--- src/sv/texel_format_converter_assert.svh ---
`ifndef TEXEL_FORMAT_CONVERTER_ASSERT_SVH
`define TEXEL_FORMAT_CONVERTER_ASSERT_SVH

// same-cycle implication, checked on every rising clk edge out of reset
`define TFC_ASSERT_NOW(lbl, ante, cons, msg) \
  lbl: assert property (@(posedge clk) disable iff (!rst_n) (ante) |-> (cons)) \
    else $error(msg);

// next-cycle implication, checked on every rising clk edge out of reset
`define TFC_ASSERT_NEXT(lbl, ante, cons, msg) \
  lbl: assert property (@(posedge clk) disable iff (!rst_n) (ante) |=> (cons)) \
    else $error(msg);

`endif

--- src/sv/tfc_pkg.sv ---
`timescale 1ns / 1ps

package tfc_pkg;

  localparam int CHAN_W    = 16;
  localparam int TEXEL_W   = 16;
  localparam int SCALE_W   = 6;
  localparam int PROD_W    = CHAN_W + SCALE_W;
  localparam int CFG_IDX_W = 8;
  localparam int CFG_DATA_W = 8;

  // register indexes on the configuration port
  localparam logic [CFG_IDX_W-1:0] CFG_IDX_SOURCE_FORMAT = 8'd0;
  localparam logic [CFG_IDX_W-1:0] CFG_IDX_WITH_ALPHA    = 8'd1;

  typedef enum logic [1:0] {
    SRC_S8  = 2'd0,
    SRC_U8  = 2'd1,
    SRC_S16 = 2'd2,
    SRC_U16 = 2'd3
  } src_fmt_t;

  // full-scale value of a packed channel
  typedef enum logic [1:0] {
    MAX_15 = 2'd0,
    MAX_31 = 2'd1,
    MAX_63 = 2'd2
  } max_sel_t;

  typedef struct packed {
    src_fmt_t src_fmt;
    logic     with_alpha;
  } tfc_cfg_t;

endpackage

--- src/sv/tfc_cfg_regs.sv ---
`timescale 1ns / 1ps

module tfc_cfg_regs (
  input  logic                           clk,
  input  logic                           rst_n,
  input  logic                           wr_en,
  input  logic [tfc_pkg::CFG_IDX_W-1:0]  wr_index,
  input  logic [tfc_pkg::CFG_DATA_W-1:0] wr_data,
  output tfc_pkg::tfc_cfg_t              cfg
);
  import tfc_pkg::*;

  src_fmt_t src_fmt_r, src_fmt_nxt;
  logic     with_alpha_r, with_alpha_nxt;

  always_comb begin
    src_fmt_nxt    = src_fmt_r;
    with_alpha_nxt = with_alpha_r;
    if (wr_en) begin
      if (wr_index == CFG_IDX_SOURCE_FORMAT) begin
        src_fmt_nxt = src_fmt_t'(wr_data[1:0]);
      end else if (wr_index == CFG_IDX_WITH_ALPHA) begin
        with_alpha_nxt = wr_data[0];
      end
      // other indexes are ignored
    end
  end

  always_ff @(posedge clk) begin
    if (!rst_n) begin
      src_fmt_r    <= SRC_U8;
      with_alpha_r <= 1'b0;
    end else begin
      src_fmt_r    <= src_fmt_nxt;
      with_alpha_r <= with_alpha_nxt;
    end
  end

  assign cfg.src_fmt    = src_fmt_r;
  assign cfg.with_alpha = with_alpha_r;

endmodule

--- src/sv/tfc_chan_scale.sv ---
`timescale 1ns / 1ps

module tfc_chan_scale (
  input  logic [tfc_pkg::CHAN_W-1:0]  raw,
  input  tfc_pkg::src_fmt_t           src_fmt,
  input  tfc_pkg::max_sel_t           max_sel,
  output logic [tfc_pkg::SCALE_W-1:0] scaled
);
  import tfc_pkg::*;

  logic [CHAN_W-1:0] val;
  logic [PROD_W-1:0] val_w;
  logic [PROD_W-1:0] prod;
  logic [PROD_W:0]   sum_byte;
  logic [PROD_W:0]   sum_short;

  // offset binary for the signed formats is a flip of the sign bit
  always_comb begin
    case (src_fmt)
      SRC_S8:  val = {8'd0, raw[7:0] ^ 8'h80};
      SRC_U8:  val = {8'd0, raw[7:0]};
      SRC_S16: val = raw ^ 16'h8000;
      SRC_U16: val = raw;
      default: val = raw;
    endcase
  end

  assign val_w = {{(PROD_W-CHAN_W){1'b0}}, val};

  // full scale is 2^m - 1, so the product is a shift and a subtract
  always_comb begin
    case (max_sel)
      MAX_15:  prod = (val_w << 4) - val_w;
      MAX_31:  prod = (val_w << 5) - val_w;
      MAX_63:  prod = (val_w << 6) - val_w;
      default: prod = (val_w << 6) - val_w;
    endcase
  end

  // floor(p / (2^n - 1)) = (p + (p >> n) + 1) >> n for p well below 2^(2n)
  assign sum_byte  = {1'b0, prod} + {9'd0, prod[PROD_W-1:8]} + 23'd1;
  assign sum_short = {1'b0, prod} + {17'd0, prod[PROD_W-1:16]} + 23'd1;

  assign scaled = src_fmt[1] ? sum_short[21:16] : sum_byte[13:8];

endmodule

--- src/sv/texel_format_converter.sv ---
`timescale 1ns / 1ps
// texel_format_converter: one source pixel in, one 16-bit texel out
//
// input channel: a pixel beat is taken on a rising clk edge with start high
//   and busy low; in_red/in_green/in_blue/in_alpha carry raw channel bits
//   (low byte only for the byte formats), in_last tags the final pixel
// result channel: out_valid strobes for exactly one cycle with out_texel and
//   out_last; the receiver must take it then, there is no stall path
// config channel: cfg_valid/cfg_ready write cfg_data into register cfg_index
//   (0 source format, 1 alpha enable); cfg_ready is always high, writes are
//   expected only while no pixel is in flight
// data path: an accepted pixel goes through the input register, then the
//   result register, which drives the result ports
// throughput: one pixel per cycle while busy is low, set by the single
//   combinational pass of four channel scalers and the packer between the
//   two registers
// reset: synchronous, active low; clears the pipeline valids and loads
//   unsigned byte source with RGB565 output; busy is set in reset and its
//   register clears once rst_n is high

module texel_format_converter (
  input  logic                           clk,
  input  logic                           rst_n,
  // pixel input
  input  logic                           start,
  output logic                           busy,
  input  logic [tfc_pkg::CHAN_W-1:0]     in_red,
  input  logic [tfc_pkg::CHAN_W-1:0]     in_green,
  input  logic [tfc_pkg::CHAN_W-1:0]     in_blue,
  input  logic [tfc_pkg::CHAN_W-1:0]     in_alpha,
  input  logic                           in_last,
  // texel output
  output logic                           out_valid,
  output logic [tfc_pkg::TEXEL_W-1:0]    out_texel,
  output logic                           out_last,
  // configuration writes
  input  logic                           cfg_valid,
  output logic                           cfg_ready,
  input  logic [tfc_pkg::CFG_IDX_W-1:0]  cfg_index,
  input  logic [tfc_pkg::CFG_DATA_W-1:0] cfg_data
);
  import tfc_pkg::*;

  `include "texel_format_converter_assert.svh"

  tfc_cfg_t cfg;

  logic accept;

  // input register stage
  logic              busy_r;
  logic              stg_vld_r;
  logic [CHAN_W-1:0] stg_red_r, stg_green_r, stg_blue_r, stg_alpha_r;
  logic              stg_last_r;

  // scaled channels
  logic [SCALE_W-1:0] red_s, green_s, blue_s, alpha_s;
  max_sel_t           rb_max, g_max;
  logic [TEXEL_W-1:0] texel_nxt;

  // result register stage
  logic               out_valid_r;
  logic [TEXEL_W-1:0] out_texel_r;
  logic               out_last_r;

  assign cfg_ready = 1'b1;
  assign busy      = busy_r;
  assign accept    = start && !busy_r;

  tfc_cfg_regs u_cfg (
    .clk      (clk),
    .rst_n    (rst_n),
    .wr_en    (cfg_valid && cfg_ready),
    .wr_index (cfg_index),
    .wr_data  (cfg_data),
    .cfg      (cfg)
  );

  // busy only covers the reset window, the pipe never backs up
  always_ff @(posedge clk) begin
    if (!rst_n) begin
      busy_r      <= 1'b1;
      stg_vld_r   <= 1'b0;
      out_valid_r <= 1'b0;
    end else begin
      busy_r      <= 1'b0;
      stg_vld_r   <= accept;
      out_valid_r <= stg_vld_r;
    end
  end

  // payload registers, no reset needed
  always_ff @(posedge clk) begin
    if (accept) begin
      stg_red_r   <= in_red;
      stg_green_r <= in_green;
      stg_blue_r  <= in_blue;
      stg_alpha_r <= in_alpha;
      stg_last_r  <= in_last;
    end
    if (stg_vld_r) begin
      out_texel_r <= texel_nxt;
      out_last_r  <= stg_last_r;
    end
  end

  // ARGB4444 uses 4-bit channels, RGB565 uses 5/6/5
  assign rb_max = cfg.with_alpha ? MAX_15 : MAX_31;
  assign g_max  = cfg.with_alpha ? MAX_15 : MAX_63;

  tfc_chan_scale u_red (
    .raw     (stg_red_r),
    .src_fmt (cfg.src_fmt),
    .max_sel (rb_max),
    .scaled  (red_s)
  );

  tfc_chan_scale u_green (
    .raw     (stg_green_r),
    .src_fmt (cfg.src_fmt),
    .max_sel (g_max),
    .scaled  (green_s)
  );

  tfc_chan_scale u_blue (
    .raw     (stg_blue_r),
    .src_fmt (cfg.src_fmt),
    .max_sel (rb_max),
    .scaled  (blue_s)
  );

  // alpha result is dropped in RGB565 mode
  tfc_chan_scale u_alpha (
    .raw     (stg_alpha_r),
    .src_fmt (cfg.src_fmt),
    .max_sel (MAX_15),
    .scaled  (alpha_s)
  );

  // texel packing
  always_comb begin
    if (cfg.with_alpha) begin
      texel_nxt = {alpha_s[3:0], red_s[3:0], green_s[3:0], blue_s[3:0]};
    end else begin
      texel_nxt = {red_s[4:0], green_s[5:0], blue_s[4:0]};
    end
  end

  assign out_valid = out_valid_r;
  assign out_texel = out_texel_r;
  assign out_last  = out_last_r;

  // every accepted beat reaches the input stage
  `TFC_ASSERT_NEXT(a_accept_to_stage, accept, stg_vld_r, "accepted beat lost at input stage")
  // input stage always drains into the result register
  `TFC_ASSERT_NEXT(a_stage_to_out, stg_vld_r, out_valid_r, "staged beat lost at result stage")
  // no strobe without a staged beat behind it
  `TFC_ASSERT_NEXT(a_no_phantom, !stg_vld_r, !out_valid_r, "result strobe without staged beat")
  // last flag follows its pixel
  `TFC_ASSERT_NEXT(a_last_follows, stg_vld_r, out_last_r == $past(stg_last_r),
                   "last flag not carried with its texel")
  // no beat is taken while busy
  `TFC_ASSERT_NOW(a_no_accept_busy, busy_r, !accept, "beat accepted while busy")

endmodule
--- config.mk ---
export PLATFORM = sky130hd
export DESIGN_NAME = texel_format_converter
export DESIGN_NICKNAME = d
export VERILOG_FILES = /design/src/sv/tfc_pkg.sv /design/src/sv/tfc_cfg_regs.sv /design/src/sv/tfc_chan_scale.sv /design/src/sv/texel_format_converter.sv
export VERILOG_INCLUDE_DIRS = /design/src /design/src/sv
export SDC_FILE = /design/constraint.sdc
export NUM_CORES = 1
export LEC_CHECK = 0
export BUFFER_PORTS_ARGS = -buffer_cell sky130_fd_sc_hd__buf_4
export CORE_MARGIN = 4
export CORE_UTILIZATION = 64
export CTS_BUF_LIST = sky130_fd_sc_hd__clkbuf_8
export CTS_CLUSTER_DIAMETER = 60
export DETAILED_ROUTE_END_ITERATION = 10
export PLACE_DENSITY = 0.85
export SKIP_CTS_REPAIR_TIMING = 1
export SYNTH_ARGS = -nofsm -noshare
export SYNTH_HDL_FRONTEND = slang
export SYNTH_SLANG_ARGS = --single-unit
--- constraint.sdc ---
create_clock -name clk -period 10 [get_ports clk]
set_input_delay 1 -clock clk [delete_from_list [all_inputs] [get_ports clk]]
set_output_delay 1 -clock clk [all_outputs]
set_load 0.1 [all_outputs]
==> out/metrics.cfg <==
[outcome]
status = complete, no violations

[flow_run]
drv_cap = 0

[finish]
final_nets = 1814
layout_commonest_cell = nand2_1
syn2layout_area_growth_pct = 8.25
layout_common_cells = nand2_1, ha_1, buf_4
post_layout_nonfiller_instances = 1853
n_antenna_cell = 0
drive_gt1_share_pct = 11.0
final_util_pct = 71.5

[grt]
grt_pass1_wl_microns = 56900
grt_usage_pct = 31.1
grt_overflow_total = 0
antenna_found_initial = 0
grt_max_degree = 67
grt_pass1_vias = 11600

[placement]
portBuffers = 97
gp_congestion = 0.947
dp_cells = 1837
hpwl_microns = 26900

[drt]
drt-total-wl_microns = 34800
wl_per_cell_microns = 18.8
vias = 12400
vias_per_cell = 6.69
drt_iter0_markers = 1131
first_pass_iters = 5
drcViolationCount = 0
postRouteAntennaNets = 0

[cts]
clk_latency_ns = 0.38
clockBufferDepth = 2
cts_max_level = 3
cts-root-buf = clkbuf_8
cts_tree = done
cts_made_buffers = 9
cts_sinks = 88
cts.clk_slew.worst_paths_ns = 0.09

[power]
swShare_pct = 37.3
p_clk_share_pct = 20.3
p_seq_share_pct = 38.9
leakage_nw = 5.75
powerDensity_mw_per_mm2 = 84.3
total_power_w = 0.00114
p_comb_share_pct = 40.7
ir_worst_vdd_v = 0.0000936
p_int_w = 0.000716
netSwitchingPower_w = 0.000427

[synthesis]
muxShareOfSynthArea_pct = 4.60
synth_simple_gate_area_share_pct = 21.4
synth_nets = 1763
synth_area_per_cell_sq_um = 8.14
ys_seq_area_share_pct = 20.6
synth.distinct_cells = 92
synth_top_family_by_area = compound AO/OA/AOI/OAI gates
syn_inst = 1537
synth-async-reset-ratio_pct = 0
ys_warn_count = 0
synth_ff_type = edfxtp_1
synth_xor_area_share_pct = 9.11
ys_ff_latch = 88
synth_fa_ha_area_share_pct = 14.3
synth_compound_area_share_pct = 25.4
syn-cell-area_sq_mm = 0.0125
synth_edf_count = 82

[timing]
post-route-period-util_pct = 68.6
setup_viol = 0
max_slew_margin_pct = 32.1
worst_pin_slew_ns = 1.02
fmax_mhz = 146
rsz0062_at_grt = false
min_period_ns = 6.86
hold_viol = 0
tns_ns = 0
drv_slew = 0
holdWs_ns = 0.445
finalClockSkew_ns = 0.0180

[die]
coreArea_sq_mm = 0.0190
die_area_sq_mm = 0.0219
die_h_microns = 148
rows = 50
initial_utilization_pct = 66.0
io_pins = 105
fp.dieW_microns = 148

[worst_setup_path]
crit_fanout = 34
crit_type = reg2reg
startpoint_type = flop
cp-end-kind = flop
worstPathArrival_ns = 6.96
crit_required_ns = 10.11

[worst_hold_path]
min_path_type = reg2reg

[kinds of logic after synthesis]
group,after synthesis
buffers and inverters,146
xor gates and xnor gates,127
AOI/OAI and AO/OA,462
adders and majority gates,143
other,1
and+or+nand+nor,517
muxes,53
DFF,88
[power by group through the flow]
stage               logic [W]  clock network (W)  registers [W]
CTS                  0.000458           0.000236       0.000444
detailed placement   0.000455                  0       0.000453
global placement     0.000442                  0       0.000452
finish               0.000466           0.000232       0.000445
global route         0.000511           0.000249       0.000447
floorplan            0.000318                  0       0.000478
[worst max-delay path, cell delays in order, from the launching register on]
cell and delay (ns):
dfxtp_2 0.81, or2_2 0.44, xnor2_1 0.27, inv_1 0.15, ha_1 0.40, and4b_1 0.29
a221oi_1 0.67, nor3_1 0.17, o41ai_1 0.42, xnor2_1 0.14, mux2i_1 0.23, inv_1 0.07
ha_1 0.19, or3_1 0.35, a221oi_1 0.27, nor3b_1 0.23, a32o_1 0.22, o21ai_0 0.15
maj3_1 0.41, a21oi_1 0.19, mux2i_1 0.29, a211o_1 0.16, o211ai_1 0.08
[layout make-up]
class / count / area, sq um
clock buffer: 9 / 124
clock inverter: 7 / 47.5
fill: 1532 / 5410
inverter: 82 / 308
multi-input combinational: 1303 / 9380
sequential: 88 / 2590
tap: 260 / 325
timing repair buffer: 104 / 781
[cells in the mapped netlist, types with 8 or more instances]
| master | count | share of area [%] |
|---|---|---|
| inv_1 | 82 | 2.5 |
| o21ai_0 | 91 | 3.6 |
| a22oi_1 | 8 | 0.48 |
| edfxtp_1 | 82 | 20 |
| a31o_2 | 8 | 0.56 |
| ha_1 | 141 | 14 |
| and3_1 | 21 | 1.0 |
| nor2b_1 | 17 | 0.85 |
| and2_1 | 21 | 1.0 |
| mux2_2 | 16 | 1.4 |
| a31oi_1 | 26 | 1.3 |
| xnor2_1 | 94 | 6.6 |
| buf_1 | 13 | 0.39 |
| o21a_1 | 20 | 1.2 |
| mux2i_1 | 35 | 2.8 |
| o31ai_1 | 13 | 0.78 |
| nor3b_1 | 13 | 0.78 |
| o211ai_1 | 17 | 1.0 |
| nand2_1 | 147 | 4.4 |
| clkbuf_1 | 44 | 1.3 |
| nand2b_1 | 19 | 0.95 |
| a211oi_1 | 17 | 1.0 |
| a211o_1 | 11 | 0.77 |
| a2111oi_0 | 8 | 0.56 |
| a21oi_1 | 87 | 3.5 |
| or3_1 | 15 | 0.75 |
| xor2_1 | 31 | 2.2 |
| a21o_1 | 46 | 2.8 |
| a221oi_1 | 8 | 0.56 |
| nand4_1 | 17 | 0.85 |
| nor2_1 | 97 | 2.9 |
| a311oi_1 | 8 | 0.56 |
| or2_2 | 8 | 0.40 |
| nand3_1 | 44 | 1.8 |
| a221o_1 | 8 | 0.64 |
| nor3_1 | 36 | 1.4 |
[metrics by stage]
| step | instance area [sq um] | worst slack [ns] |
|---|---|---|
| final | 13600 | 3.14 |
| after CTS | 13600 | 3.25 |
| after floorplan | 12500 | 2.43 |
| after detailed placement | 13400 | 3.31 |
| after global placement | 13400 | 3.44 |
| after global routing | 13600 | 2.61 |
[registers in the layout (all words and copies together) (netlist names), 2 cells and up]
register,count
out_texel,16
stg_alpha_r,16
u_cfg.src_fmt_r,2
stg_red_r,16
stg_green_r,16
stg_blue_r,16
[routing by layer]
layer	part of all wire, %	vias up	track usage (%)
li1	-	5941	-
met1	43	5780	42.5
met2	46	594	50.7
met3	8.5	81	4.66
met4	2.7	0	10.3
met5	0	-	0
[worst paths after layout]
path	endpoint	cells after the start	slack, ns	start
worst max register to register	out_texel[15]$_DFFE_PP_	22	3.14	u_cfg.src_fmt_r[1]$_SDFFE_PN0P_
worst min-delay path	out_last$_DFFE_PP_	0	0.44	stg_last_r$_DFFE_PP_
worst min register to register	out_last$_DFFE_PP_	0	0.44	stg_last_r$_DFFE_PP_
worst max-delay path	out_texel[15]$_DFFE_PP_	22	3.14	u_cfg.src_fmt_r[1]$_SDFFE_PN0P_
No activity file was read; power rests on OpenSTA's default activity.
